--- src/rtl/core/dnsenc_pkg.sv ---
// ----------------------------------------------------------------------------
// dnsenc_pkg
// shared types, constants and helpers of the dns name wire encoder
// ----------------------------------------------------------------------------
package dnsenc_pkg;

  localparam int unsigned NameLimitDef  = 253;
  localparam int unsigned LabelLimitDef = 63;

  localparam logic [7:0] DotChar = 8'd46;
  localparam logic [7:0] EndChar = 8'd0;

  localparam int unsigned BufSizeW = 16;
  localparam int unsigned TdataW   = 32;

  typedef enum logic [1:0] {
    ST_OK         = 2'd0,
    ST_NAME_LONG  = 2'd1,
    ST_NO_SPACE   = 2'd2,
    ST_LABEL_LONG = 2'd3
  } status_e;

  typedef struct packed {
    logic       is_write;
    logic [7:0] write_address;
    logic [7:0] write_data;
    status_e    status;
    logic [7:0] encoded_length;
    logic       last;
  } result_t;

  // up to three results pushed per input byte, packed from slot 0 up
  typedef struct packed {
    logic [1:0]        cnt;
    result_t [2:0]     res;
  } push_t;

  function automatic result_t mk_write(logic [7:0] addr, logic [7:0] data);
    result_t r;
    r.is_write       = 1'b1;
    r.write_address  = addr;
    r.write_data     = data;
    r.status         = ST_OK;
    r.encoded_length = 8'd0;
    r.last           = 1'b0;
    return r;
  endfunction

  function automatic result_t mk_status(status_e st, logic [7:0] len);
    result_t r;
    r.is_write       = 1'b0;
    r.write_address  = 8'd0;
    r.write_data     = 8'd0;
    r.status         = st;
    r.encoded_length = len;
    r.last           = 1'b1;
    return r;
  endfunction

endpackage

--- src/rtl/core/dnsenc_core.sv ---
// ----------------------------------------------------------------------------
// dnsenc_core
// input register, label / name state and per-byte result generation
// ----------------------------------------------------------------------------
module dnsenc_core #(
  parameter int unsigned NAME_LIMIT  = dnsenc_pkg::NameLimitDef,
  parameter int unsigned LABEL_LIMIT = dnsenc_pkg::LabelLimitDef
) (
  input  logic                                clk_i,
  input  logic                                rst_ni,
  input  logic                                cfg_we_i,
  input  logic [dnsenc_pkg::BufSizeW-1:0]     cfg_wdata_i,
  input  logic                                in_valid_i,
  output logic                                in_ready_o,
  input  logic [7:0]                          in_byte_i,
  input  logic                                room_i,
  output dnsenc_pkg::push_t                   push_o
);

  localparam logic [8:0] NameLim  = 9'(NAME_LIMIT);
  localparam logic [6:0] LabelLim = 7'(LABEL_LIMIT);

  logic [dnsenc_pkg::BufSizeW-1:0] bsize_q;
  logic       in_vld_q, in_vld_d;
  logic [7:0] in_byte_q;
  logic [7:0] ls_q, ls_d;
  logic [6:0] lc_q, lc_d;
  logic [8:0] nc_q, nc_d;
  logic       ltl_q, ltl_d;

  logic       consume, is_end, is_dot;
  logic [8:0] nc_inc;
  logic [6:0] lc_inc;
  logic       ltl_chr, err_dot, err_chr;
  logic [8:0] addr_chr;
  logic [7:0] ls_close, ls_end;
  logic       nc_over_buf;
  logic       va, vb, vc;
  dnsenc_pkg::result_t ra, rb, rc;

  assign consume    = in_vld_q & room_i;
  assign in_ready_o = ~in_vld_q | room_i;
  assign in_vld_d   = in_ready_o ? in_valid_i : in_vld_q;

  always_ff @(posedge clk_i or negedge rst_ni) begin
    if (!rst_ni) begin
      bsize_q  <= '0;
      in_vld_q <= 1'b0;
      ls_q     <= '0;
      lc_q     <= '0;
      nc_q     <= '0;
      ltl_q    <= 1'b0;
    end else begin
      if (cfg_we_i) begin
        bsize_q <= cfg_wdata_i;
      end
      in_vld_q <= in_vld_d;
      ls_q     <= ls_d;
      lc_q     <= lc_d;
      nc_q     <= nc_d;
      ltl_q    <= ltl_d;
    end
  end

  always_ff @(posedge clk_i) begin
    if (in_ready_o && in_valid_i) begin
      in_byte_q <= in_byte_i;
    end
  end

  always_comb begin
    is_end   = (in_byte_q == dnsenc_pkg::EndChar);
    is_dot   = (in_byte_q == dnsenc_pkg::DotChar);
    nc_inc   = (nc_q <= NameLim) ? nc_q + 9'd1 : nc_q;
    lc_inc   = (lc_q <= LabelLim) ? lc_q + 7'd1 : lc_q;
    ltl_chr  = ltl_q | (lc_inc > LabelLim);
    err_dot  = (nc_inc > NameLim) | (({7'd0, nc_inc} + 16'd1) > bsize_q) | ltl_q;
    err_chr  = (nc_inc > NameLim) | (({7'd0, nc_inc} + 16'd1) > bsize_q) | ltl_chr;
    addr_chr = {1'b0, ls_q} + {2'd0, lc_inc};
    ls_close = ls_q + {1'b0, lc_q} + 8'd1;
    ls_end   = (lc_q != 7'd0) ? ls_close : ls_q;
    nc_over_buf = (({7'd0, nc_q} + 16'd1) > bsize_q);

    va = 1'b0;
    vb = 1'b0;
    vc = 1'b0;
    ra = dnsenc_pkg::mk_write(ls_q, {1'b0, lc_q});
    rb = dnsenc_pkg::mk_write(ls_end, 8'd0);
    rc = dnsenc_pkg::mk_status(dnsenc_pkg::ST_OK, 8'd0);

    ls_d  = ls_q;
    lc_d  = lc_q;
    nc_d  = nc_q;
    ltl_d = ltl_q;

    if (consume) begin
      if (is_end) begin
        vc    = 1'b1;
        ls_d  = '0;
        lc_d  = '0;
        nc_d  = '0;
        ltl_d = 1'b0;
        if (nc_q > NameLim) begin
          rc = dnsenc_pkg::mk_status(dnsenc_pkg::ST_NAME_LONG, 8'd0);
        end else if (bsize_q == '0 && nc_q == 9'd0) begin
          rc = dnsenc_pkg::mk_status(dnsenc_pkg::ST_OK, 8'd0);
        end else if (nc_over_buf) begin
          rc = dnsenc_pkg::mk_status(dnsenc_pkg::ST_NO_SPACE, 8'd0);
        end else if (ltl_q) begin
          rc = dnsenc_pkg::mk_status(dnsenc_pkg::ST_LABEL_LONG, 8'd0);
        end else begin
          // close the open label, then the terminating zero
          va = (lc_q != 7'd0) && ({8'd0, ls_q} < bsize_q);
          vb = ({8'd0, ls_end} < bsize_q);
          rc = dnsenc_pkg::mk_status(dnsenc_pkg::ST_OK, ls_end);
        end
      end else if (is_dot) begin
        nc_d = nc_inc;
        lc_d = '0;
        va   = ~err_dot && (lc_q != 7'd0) && ({8'd0, ls_q} < bsize_q);
        if (!err_dot) begin
          ls_d = ls_close;
        end
      end else begin
        nc_d  = nc_inc;
        lc_d  = lc_inc;
        ltl_d = ltl_chr;
        ra    = dnsenc_pkg::mk_write(addr_chr[7:0], in_byte_q);
        va    = ~err_chr && ({7'd0, addr_chr} < bsize_q);
      end
    end

    // pack valid candidates toward slot 0, status always last
    push_o.res[0] = va ? ra : (vb ? rb : rc);
    push_o.res[1] = va ? (vb ? rb : rc) : rc;
    push_o.res[2] = rc;
    push_o.cnt    = {1'b0, va} + {1'b0, vb} + {1'b0, vc};
  end

endmodule

--- src/rtl/core/dnsenc_resq.sv ---
// ----------------------------------------------------------------------------
// dnsenc_resq
// four-entry result queue, up to three pushes and one pop per cycle
// ----------------------------------------------------------------------------
module dnsenc_resq (
  input  logic                 clk_i,
  input  logic                 rst_ni,
  input  dnsenc_pkg::push_t    push_i,
  output logic                 room_o,
  output logic                 out_valid_o,
  input  logic                 out_ready_i,
  output dnsenc_pkg::result_t  out_res_o
);

  dnsenc_pkg::result_t mem_q [4];
  logic [1:0] head_q, head_d;
  logic [1:0] tail_q, tail_d;
  logic [2:0] cnt_q, cnt_d;
  logic       pop;

  assign out_valid_o = (cnt_q != 3'd0);
  assign out_res_o   = mem_q[head_q];
  assign pop         = out_valid_o & out_ready_i;
  // a full push of three must always fit
  assign room_o      = (cnt_q <= 3'd1);

  always_comb begin
    head_d = head_q + {1'b0, pop};
    tail_d = tail_q + push_i.cnt;
    cnt_d  = cnt_q + {1'b0, push_i.cnt} - {2'd0, pop};
  end

  always_ff @(posedge clk_i or negedge rst_ni) begin
    if (!rst_ni) begin
      head_q <= '0;
      tail_q <= '0;
      cnt_q  <= '0;
    end else begin
      head_q <= head_d;
      tail_q <= tail_d;
      cnt_q  <= cnt_d;
    end
  end

  always_ff @(posedge clk_i) begin
    for (int k = 0; k < 3; k++) begin
      if (2'(k) < push_i.cnt) begin
        mem_q[tail_q + 2'(k)] <= push_i.res[k];
      end
    end
  end

endmodule

--- src/rtl/core/dns_name_wire_encoder_top.sv ---
// ----------------------------------------------------------------------------
// dns_name_wire_encoder_top
// streaming dns name to wire-format label encoder
// ----------------------------------------------------------------------------
// A dotted hostname enters one byte per beat on the slave stream, closed by a
// zero byte. Each ordinary character gives one buffer-write beat at
// label_start+count+1, a dot gives the label length beat at label_start (none
// for an empty label), and the zero byte gives the pending label length, the
// terminating zero and a status beat (tlast high) carrying the final status
// and encoded length. Writes at or beyond buffer_size are dropped, and after
// an error is seen no more writes are issued for that name. Timing: one byte
// is taken every cycle while the result queue has room; a byte is held in
// the input register and then pushed into the result queue, whose beats
// leave one per cycle while m_axis_tready is high. The four-entry result
// queue must have room for three beats before a byte is processed, so the
// zero byte, which can make three beats, holds the input back while the
// queue drains, as does a stalled master stream. buffer_size is written
// through cfg_we_i; the user is bound to write it only while no name is in
// progress, and the block has no check for this.
// ----------------------------------------------------------------------------
module dns_name_wire_encoder_top #(
  parameter int unsigned NAME_LIMIT  = dnsenc_pkg::NameLimitDef,
  parameter int unsigned LABEL_LIMIT = dnsenc_pkg::LabelLimitDef
) (
  input  logic                              clk_i,
  input  logic                              rst_ni,
  // configuration: buffer_size
  input  logic                              cfg_we_i,
  input  logic [dnsenc_pkg::BufSizeW-1:0]   cfg_wdata_i,
  // input stream
  input  logic                              s_axis_tvalid,
  output logic                              s_axis_tready,
  input  logic [7:0]                        s_axis_tdata,  // [7:0] name_byte
  // output stream
  output logic                              m_axis_tvalid,
  input  logic                              m_axis_tready,
  // [7:0] write_address, [15:8] write_data, [17:16] status,
  // [25:18] encoded_length, [31:26] zero
  output logic [dnsenc_pkg::TdataW-1:0]     m_axis_tdata,
  output logic                              m_axis_tuser,  // [0] is_write
  output logic                              m_axis_tlast   // last
);

  dnsenc_pkg::push_t   push;
  dnsenc_pkg::result_t out_res;
  logic                room;

  // state, input register and per-byte decision
  dnsenc_core #(
    .NAME_LIMIT  (NAME_LIMIT),
    .LABEL_LIMIT (LABEL_LIMIT)
  ) u_core (
    .clk_i       (clk_i),
    .rst_ni      (rst_ni),
    .cfg_we_i    (cfg_we_i),
    .cfg_wdata_i (cfg_wdata_i),
    .in_valid_i  (s_axis_tvalid),
    .in_ready_o  (s_axis_tready),
    .in_byte_i   (s_axis_tdata),
    .room_i      (room),
    .push_o      (push)
  );

  // result queue, also the output register
  dnsenc_resq u_resq (
    .clk_i       (clk_i),
    .rst_ni      (rst_ni),
    .push_i      (push),
    .room_o      (room),
    .out_valid_o (m_axis_tvalid),
    .out_ready_i (m_axis_tready),
    .out_res_o   (out_res)
  );

  // pack beat fields, lowest field first
  assign m_axis_tdata = {6'd0, out_res.encoded_length, out_res.status,
                         out_res.write_data, out_res.write_address};
  assign m_axis_tuser = out_res.is_write;
  assign m_axis_tlast = out_res.last;

endmodule

--- config.mk ---
export PLATFORM = sky130hd
export DESIGN_NAME = dns_name_wire_encoder_top
export DESIGN_NICKNAME = d
export VERILOG_FILES = /design/src/rtl/core/dnsenc_pkg.sv /design/src/rtl/core/dnsenc_core.sv /design/src/rtl/core/dnsenc_resq.sv /design/src/rtl/core/dns_name_wire_encoder_top.sv
export SDC_FILE = /design/constraint.sdc
export NUM_CORES = 1
export LEC_CHECK = 0
export ABC_AREA = 0
export BUFFER_PORTS_ARGS = -buffer_cell sky130_fd_sc_hd__buf_2
export CORE_UTILIZATION = 35
export DETAILED_ROUTE_END_ITERATION = 12
export GPL_TIMING_DRIVEN = 0
export SKIP_CTS_REPAIR_TIMING = 1
export SLEW_MARGIN = 20
export SYNTH_ARGS = -nofsm -noshare
export SYNTH_HDL_FRONTEND = slang
export SYNTH_SLANG_ARGS = --single-unit
--- constraint.sdc ---
create_clock -name clk_i -period 7.85 [get_ports clk_i]
set_clock_uncertainty 0.1 [all_clocks]
set_input_delay 1.57 -clock clk_i [delete_from_list [all_inputs] [get_ports clk_i]]
set_output_delay 1.57 -clock clk_i [all_outputs]
set_load 0.01 [all_outputs]
Word-level counts from Yosys, hierarchy flattened
Memory sizes are Yosys's and may differ from the RTL's.
Index checks and enable logic that the tools add are counted.
Widths: inputs -> output; s select.
Word-level totals
  register bits after elaboration: 57
  input bits: 29
  memory bits (writable): 112
  memories: 1
  output and inout bits: 36
Operators by class
  bitwise gates (word level): 10
  order comparisons: 14
  add/sub/neg operators: 15
  equality and inequality tests: 3
  mux-type cells: 44
  reduce and logical (&&, ||, !) cells: 14
Memories
  u_resq.mem_q: depth 4, width 28, read ports 1, clocked after memory_dff 0, wr ports 3, RTL line dnsenc_resq.sv:15  | dnsenc_pkg::result_t mem_q [4];
Operator list (number)
  $mux 28: 10
  $gt 16x16->1: 2
  $lt 8x16->1: 2
  $mux 8: 4
  $mux 27: 1
  $mux 1: 23
  $mux 7: 3
  $add 9x1->10 const B: 2
  $gt 9x8->1 const B: 2
  $mux 9: 2
  $logic_not 16->1: 1
  $lt 9x16->1: 1
  $mux 11: 1
  $add 8x7->9: 1
  $add 9x1->9 const B: 1
  $le 9x8->1 const B: 1
  $logic_not 9->1: 1
  $add 8x1->8 const B: 1
  $add 8x7->8: 1
  $eq 8x6->1 const B: 1
  $logic_not 8->1: 1
  $add 7x1->7 const B: 1
  $gt 7x6->1 const B: 1
  $le 7x6->1 const B: 1
  20 further kinds: 35

Depth between registers and ports, before layout
Gate-level depths: netlist (run 1).
  depth after elaboration: 17
  gate-level depth with buffers: 31
  mapped depth without buffers: 29

Cells and area by module
Synthesis (run 1) repeated with hierarchy kept, for this count alone.
Second synthesis, totals
  cell total of the unflattened synthesis: 1329
  area total of the unflattened synthesis: 12246.7 sq um
By module, submodules not included
  dnsenc_resq: cells an instance 694, seq. area each 3538.4 sq um, times used 1, area each 6891.6 sq um
  dnsenc_core: cells an instance 628, seq. area each 1291.2 sq um, times used 1, area each 5306.3 sq um
  dns_name_wire_encoder_top: cells an instance 7, seq. area each 0.0 sq um, times used 1, area each 48.8 sq um

Least setup slack after synthesis (run 1)
No wires, ideal clock.
  path kind: register to register
  start: reg u_core.lc_q[4]
  end: mem u_resq.mem_q[0][10] (netlist name), enable pin
  stages on the path, launching flop included: 30
  required time: 7.416 ns
  setup time: 0.334 ns
  path slack: 1.147 ns
  arrival time: 6.269 ns
  path through: dfrtp_1 -> and3_1 -> and3_1 -> a31oi_1 -> nor2_1 -> a21oi_1 -> inv_1 -> ha_1 -> a21oi_1 -> o21ai_0 -> a2111oi_0 -> nor2_1 -> xor2_1 -> ha_1 -> o21a_1 -> o2111ai_1 -> o211ai_1 -> nor2_1 -> o22ai_1 -> nor3_4 -> inv_4 -> buf_4 -> fa_1 -> clkbuf_1 -> nor2_1 -> nand2_1 -> nor2_1 -> nor3_1 -> clkbuf_1 -> inv_1
RTL lines
  start: declaration: RTL line dnsenc_core.sv:27  | logic [6:0] lc_q, lc_d;
  start signal: assignment: RTL line dnsenc_core.sv:59  | lc_q <= lc_d;
  end: declaration: RTL line dnsenc_resq.sv:15

==> results of run 1 <==
-- flip-flops by register name, indices dropped and copies added (netlist names) --
| name | flops |
|---|---|
| u_resq.mem_q | 112 |
| u_core.bsize_q | 16 |
| u_core.nc_q | 9 |
| u_core.in_byte_q | 8 |
| u_core.ls_q | 8 |
| u_core.lc_q | 7 |
| u_resq.cnt_q | 3 |
| u_resq.head_q | 2 |
| u_resq.tail_q | 2 |
| u_core.in_vld_q | 1 |
| u_core.ltl_q | 1 |
-- cell families (layout without fill, tap and decap cells) --
family	Yosys count	after routing	share of synthesized area (%)
compound gates	268	268	18.2
xor+xnor	34	34	2.91
fa+ha+maj	72	72	8.87
buf+inv	108	204	4.63
flops	169	169	39.2
mux	62	62	9.37
other cells	1	6	0.0357
simple gates	360	360	16.9
-- worst min-delay path by stage --
stage / startpoint / endpoint / slack, ns
2_1_floorplan: u_resq.mem_q[2][0]$_SDFFE_PP1P_ / u_resq.mem_q[2][0]$_SDFFE_PP1P_ / 0.32
3_3_place_gp: u_resq.mem_q[2][0]$_SDFFE_PP1P_ / u_resq.mem_q[2][0]$_SDFFE_PP1P_ / 0.33
3_5_place_dp: u_resq.mem_q[1][12]$_SDFFE_PP0N_ / u_resq.mem_q[1][12]$_SDFFE_PP0N_ / 0.34
4_1_cts: u_resq.mem_q[1][0]$_SDFFE_PP1P_ / u_resq.mem_q[1][0]$_SDFFE_PP1P_ / 0.35
5_1_grt: u_resq.mem_q[1][12]$_SDFFE_PP0N_ / u_resq.mem_q[1][12]$_SDFFE_PP0N_ / 0.38
6_report: u_resq.mem_q[1][0]$_SDFFE_PP1P_ / u_resq.mem_q[1][0]$_SDFFE_PP1P_ / 0.35
-- worst register-to-register path: cells and delay by family (launching register included) --
kind                     cells  cell delay [ns]
AO/OA/AOI/OAI               10             2.21
AND/OR/NAND/NOR              8             1.80
adder cells (fa/ha/maj)      3             1.24
buffers and inverters        6             1.22
flip-flops                   1             0.49
XOR/XNOR                     1             0.16
-- per-stage QoR --
stage / TNS [ns] / setup WS (ns)
global route: 0 / 0.0252
CTS: -30.34 / -0.953
detailed placement: -27.32 / -0.923
finish: 0 / 0.354
global placement: -36.57 / -0.807
floorplan: 0 / 1.15
-- final cells by class --
type                    count  area [sq um]  share of cell area, %
clock buffers              17           425                   3.52
plain buffers              62           320                   2.65
inverters                  43           175                   1.45
well taps                 390           488                   4.03
clock inverters            15           158                   1.30
flip-flops and latches    169          4110                   34.0
repair inverters            1          7.51                 0.0621
multi-input cells         802          6030                   49.8
repair buffers             66           384                   3.18
-- power groups by stage --
stage	sequential [mW]	clock, mW	combinational, mW
floorplan	1.25	0	1.32
global placement	1.29	0	1.83
detailed placement	1.30	0	1.87
CTS	1.28	0.868	1.88
global route	1.31	0.903	2.12
finish	1.29	0.862	1.95
-- cell usage in the layout, fill, tap and decap left out, drive strengths merged, types with 44 or more instances in the layout --
| cell type | count |
|---|---|
| clkbuf | 55 |
| dfxtp | 72 |
| buf | 90 |
| ha | 68 |
| dfrtp | 49 |
| a21oi | 44 |
| o21ai | 67 |
| nand2 | 89 |
| edfxtp | 48 |
| nor2 | 115 |
| inv | 48 |
-- metal layers --
layer	up-vias	GRT usage [%]	part of all wire [%]
met4	0	8.33	3.1
met2	370	36.6	48
met5	-	0	0
met3	69	3.81	6.6
met1	4434	27.4	43
li1	4193	-	-
==> metrics.txt, run 1 <==
clock net sink count approximately 170; via count of the first global-routing pass 8809; Design Power 4.10 mW; CTS HTree Levels 4; top_reg_cell synth sky130_fd_sc_hd__dfxtp_1; sequential cell area fraction in the yosys report around two fifths; DRT Pass-1 Iters 5; Layout Area Growth over Synthesis 15.2%; worst r2r dst u_resq.mem_q[0][10]$_DFFE_PP_; largest area contributor in the synthesized netlist sky130_fd_sc_hd__dfxtp_1; number of synthesized flops with an enable pin 48; count leader, synth sky130_fd_sc_hd__nor2_1; Num CTS Buffers 17; Detailed Place HPWL between 20000 and 25000 um; part of the power in the clock network 21.1%; Levels on crit path 28; io pins 65; maximum net fanout on the critical path 11; vertical die dimension ~180 um; largest voltage drop on the vdd net 167 uV; standard cell with the maximum stage delay on the critical path sky130_fd_sc_hd__fa_2; first-pass GRT wire length 50900 um; worst slew margin relative to its limit between 30% and 40%; areal power density over the cells about 340 mW/mm^2; Setup crit start kind register; transition time of the tightest slew-check pin between 1 and 1.5 ns; Critical Path End Type register; Logic pwr share a little under half; die footprint between 0.03 and 0.04 sq mm; global-route total usage across every layer between 20% and 30%; Synth top cells by count sky130_fd_sc_hd__nor2_1, sky130_fd_sc_hd__nand2_1, sky130_fd_sc_hd__dfxtp_1, sky130_fd_sc_hd__ha_1, sky130_fd_sc_hd__o21ai_0; end point of the critical path u_resq.mem_q[0][10]$_DFFE_PP_; Buffers on Ports between 50 and 60; initial core utilization 35.5%; slowest cell delay on critical path around 0.69 ns; number of cell rows 63; part of the power in registers between 30% and 40%; fraction of final layout cells sized beyond drive strength 1 ~18%; synthesized flop and latch total roughly 170; achievable frequency 133 MHz; number of antenna violations at the first check in global routing 0; CTS tree built; Internal approximately 2.4 mW; result of the run finished clean; fillers between 2k and 3k; post-route fraction of the period consumed by the critical path between 90% and 100%; layout net count 1263; worst-skew pair later-pin latency between 0.4 and 0.5 ns; number of cells after detailed placement between 1.5k and 2k; setup repair after global routing missed its margin no; number of diodes 0; arrival time worst endpoint 7.56 ns; maximum count of clock buffers along a single path 2; final-report hold violation count 0; share of synthesized registers carrying an async set or reset 29.0%; Post-Synthesis Mean Instance Area around 9.8 sq um; worst hold margin about 0.35 ns; post-layout utilization of the core 40.9%; routability cong. around 0.94; routed wire length approximately 33000 um; share of the synthesized area in the top cell type 13.7%; post-layout instance area between 0.01 and 0.015 sq mm; clock-pin slew reported for the worst setup and hold paths after clock tree synthesis around 0.07 ns; FF-to-FF setup slack about 0.35 ns; most frequent CP cell sky130_fd_sc_hd__nor2_1; count of final max-slew check failures 0; source of the worst register-to-register timing path u_core.lc_q[4]$_DFFE_PN0P_; number of distinct library cells after synthesis 80; post-route non-filler standard cell count 1565; type of the worst min-delay path reg2reg; ANT nets after route 0; gr ovfl total 0; number of warnings issued by yosys 0; start point of the critical path u_core.lc_q[4]$_DFFE_PN0P_; final critical-path required period around 7.5 ns; CP delay by family, top compound AO/OA/AOI/OAI gates; maxcap violations 0; static leakage power between 4 and 5 nW; DP Area between 0.01 and 0.015 sq mm; fraction of power spent switching nets a little over two fifths; DR DRC count 0; netlist area before placement about 0.010 sq mm; cell depth of the worst min-delay path 2; core area slightly below 0.03 sq mm; via count about 9.1k; r2r worst-path depth 28; 1st-iter DRT viols between 800 and 900; Setup CP Type reg2reg; cell count after synthesis approximately 1.1k; Final setup violation count 0; average via count per standard cell ~5.8; count of buffer and inverter cells on the critical path 6; pin count of the biggest net entering global routing 50; net switching component of the power between 1.5 and 2 mW; average routed wire per standard cell ~21 um; width of the chip 175 um; endpoint required time on the critical path approximately 7.9 ns; cell types occupying the most area after synthesis sky130_fd_sc_hd__dfxtp_1, sky130_fd_sc_hd__edfxtp_1, sky130_fd_sc_hd__dfrtp_1; clock root buffer master sky130_fd_sc_hd__clkbuf_16
Power figures use the tool's default switching activity.
==> run 2, diff against run 1 <==
CTS_BUF_LIST = sky130_fd_sc_hd__clkbuf_2   (was default)
==> metrics.txt, run 2 (synthesized netlist as in run 1, its figures left out) <==
CTS HTree Levels 4; number of flip-flops under the largest register name 112; final-report hold violation count 0; Critical Path End Type register; fillers between 2k and 3k; slowest cell delay on critical path 0.68 ns; number of antenna violations at the first check in global routing 1; fraction of power spent switching nets between 40 and 50%; Num CTS Buffers 17; final setup TNS 0 ns; gr ovfl total 0; arrival time worst endpoint about 8.0 ns; initial core utilization between 30% and 40%; clock-pin slew reported for the worst setup and hold paths after clock tree synthesis 0.29 ns; 1st-iter DRT viols around 850; routed wire length 32300 um; count of final max-slew check failures 0; post-route fraction of the period consumed by the critical path between 90% and 100%; global-route total usage across every layer a little over a fifth; via count of the first global-routing pass roughly 8.8k; first-pass GRT wire length 50700 um; endpoint required time on the critical path approximately 8.4 ns; Buffers on Ports 57; result of the run finished clean; biggest registers after layout u_resq.mem_q: 112 flops, u_core.bsize_q: 16 flops, u_core.nc_q: 9 flops; width of the chip between 150 and 200 um; ANT nets after route 0; vertical die dimension 175 um; most common cell after layout, fill and taps aside sky130_fd_sc_hd__nor2_1; final critical-path required period between 7 and 8 ns; type of the worst min-delay path reg2reg; achievable frequency roughly 130 MHz; maximum net fanout on the critical path 10; largest voltage drop on the vdd net about 130 uV; io pins 65; Design Power ~3.7 mW; Final setup violation count 0; die footprint just over 0.03 sq mm; static leakage power 4.77 nW; Internal 2.04 mW; net switching component of the power 1.68 mW; CTS tree built; FF-to-FF setup slack between 0.3 and 0.4 ns; area of the multi-input gates 0.00602 sq mm; part of the power in the clock network a little over an eighth; average via count per standard cell 5.73; pin count of the biggest net entering global routing 50; average routed wire per standard cell between 20 and 25 um; clock net sink count approximately 170; worst slew margin relative to its limit between 30 and 40%; DR DRC count 0; maxcap violations 0; via count around 9.0k; part of the power in registers between 30% and 40%; layout net count around 1.3k; DRT Pass-1 Iters 8; areal power density over the cells ~320 mW/mm^2; commonest non-fill, non-tap cells in the layout sky130_fd_sc_hd__nor2_1, sky130_fd_sc_hd__nand2_1, sky130_fd_sc_hd__dfxtp_1; maximum count of clock buffers along a single path 2; standard cell with the maximum stage delay on the critical path sky130_fd_sc_hd__fa_2; routability cong. around 0.94; core area just under 0.03 sq mm; post-route non-filler standard cell count around 1.6k; fraction of final layout cells sized beyond drive strength 1 approximately 17%; Logic pwr share 52.2%; largest register by flop count u_resq.mem_q; Layout Area Growth over Synthesis 12.0%; transition time of the tightest slew-check pin approximately 1 ns; Detailed Place HPWL around 24000 um; worst-skew pair later-pin latency around 0.81 ns; clock root buffer master sky130_fd_sc_hd__clkbuf_2; Setup CP Type reg2reg; Setup crit start kind register; number of cell rows 63; combined flip-flop and latch cell area around 0.004 sq mm; number of cells after detailed placement 1527
[run 2: changes by cell type in the layout (fill, tap and decap cells not counted), sizes merged]
cell and delta:
clkbuf -2, diode +1, buf +3, clkinvlp -1
[run 2: final cells by class]
type	count	area share, %
multi-input cells	802	51.3
flip-flops and latches	169	35.0
well taps	390	4.15
repair buffers	68	3.40
plain buffers	61	2.65
inverters	43	1.49
clock inverters	15	1.34
clock buffers	17	0.724
diodes	1	0.0213
[run 2: final timing paths]
kind / start / cells past startpoint / to
setup / recovery: u_core.lc_q[4]$_DFFE_PN0P_ / 30 / u_resq.mem_q[0][4]$_DFFE_PP_
hold / removal: u_resq.mem_q[3][0]$_SDFFE_PP1P_ / 2 / u_resq.mem_q[3][0]$_SDFFE_PP1P_
setup reg to reg: u_core.lc_q[4]$_DFFE_PN0P_ / 30 / u_resq.mem_q[0][4]$_DFFE_PP_
hold reg to reg: u_resq.mem_q[3][0]$_SDFFE_PP1P_ / 2 / u_resq.mem_q[3][0]$_SDFFE_PP1P_
max in group asynchronous: rst_ni / 1 / u_core.ls_q[6]$_DFFE_PN0P_
min in group asynchronous: rst_ni / 1 / u_core.bsize_q[10]$_DFFE_PN0P_
[run 2: power groups by stage]
stage	Combinational, mW	Sequential, mW	Clock (mW)
6_report	1.95	1.28	0.498
5_1_grt	2.13	1.31	0.541
4_1_cts	1.88	1.28	0.505
3_5_place_dp	1.87	1.30	0
3_3_place_gp	1.83	1.29	0
2_1_floorplan	1.32	1.25	0
[run 2: worst max-delay path, delay by kind of cell (launching register included)]
| kind | cells | cell delay (ns) |
|---|---|---|
| buffers and inverters | 8 | 1.42 |
| AOI/OAI and AO/OA | 10 | 2.25 |
| adders and majority gates | 3 | 1.23 |
| DFF | 1 | 0.55 |
| xor gates and xnor gates | 1 | 0.16 |
| and+or+nand+nor | 8 | 1.60 |
[run 2: routing by layer]
layer / global-route usage, % / wire length (um) / vias up
met5: 0 / 0 / -
met3: 3.48 / 1780 / 66
met2: 35.9 / 15400 / 341
li1: - / - / 4185
met4: 9.64 / 1240 / 0
met1: 27.6 / 13900 / 4386
[run 2: stage by stage]
stage	area [sq um]	setup WS [ns]	util, %	hold WS, ns
final	11800	0.327	39.8	0.368
after global routing	11800	-0.0543	39.8	0.393
after CTS	11600	-0.988	39.2	0.370
after detailed placement	11300	-0.923	38.3	0.340
after global placement	11300	-0.807	38.2	0.331
after floorplan	10500	1.15	-	0.318
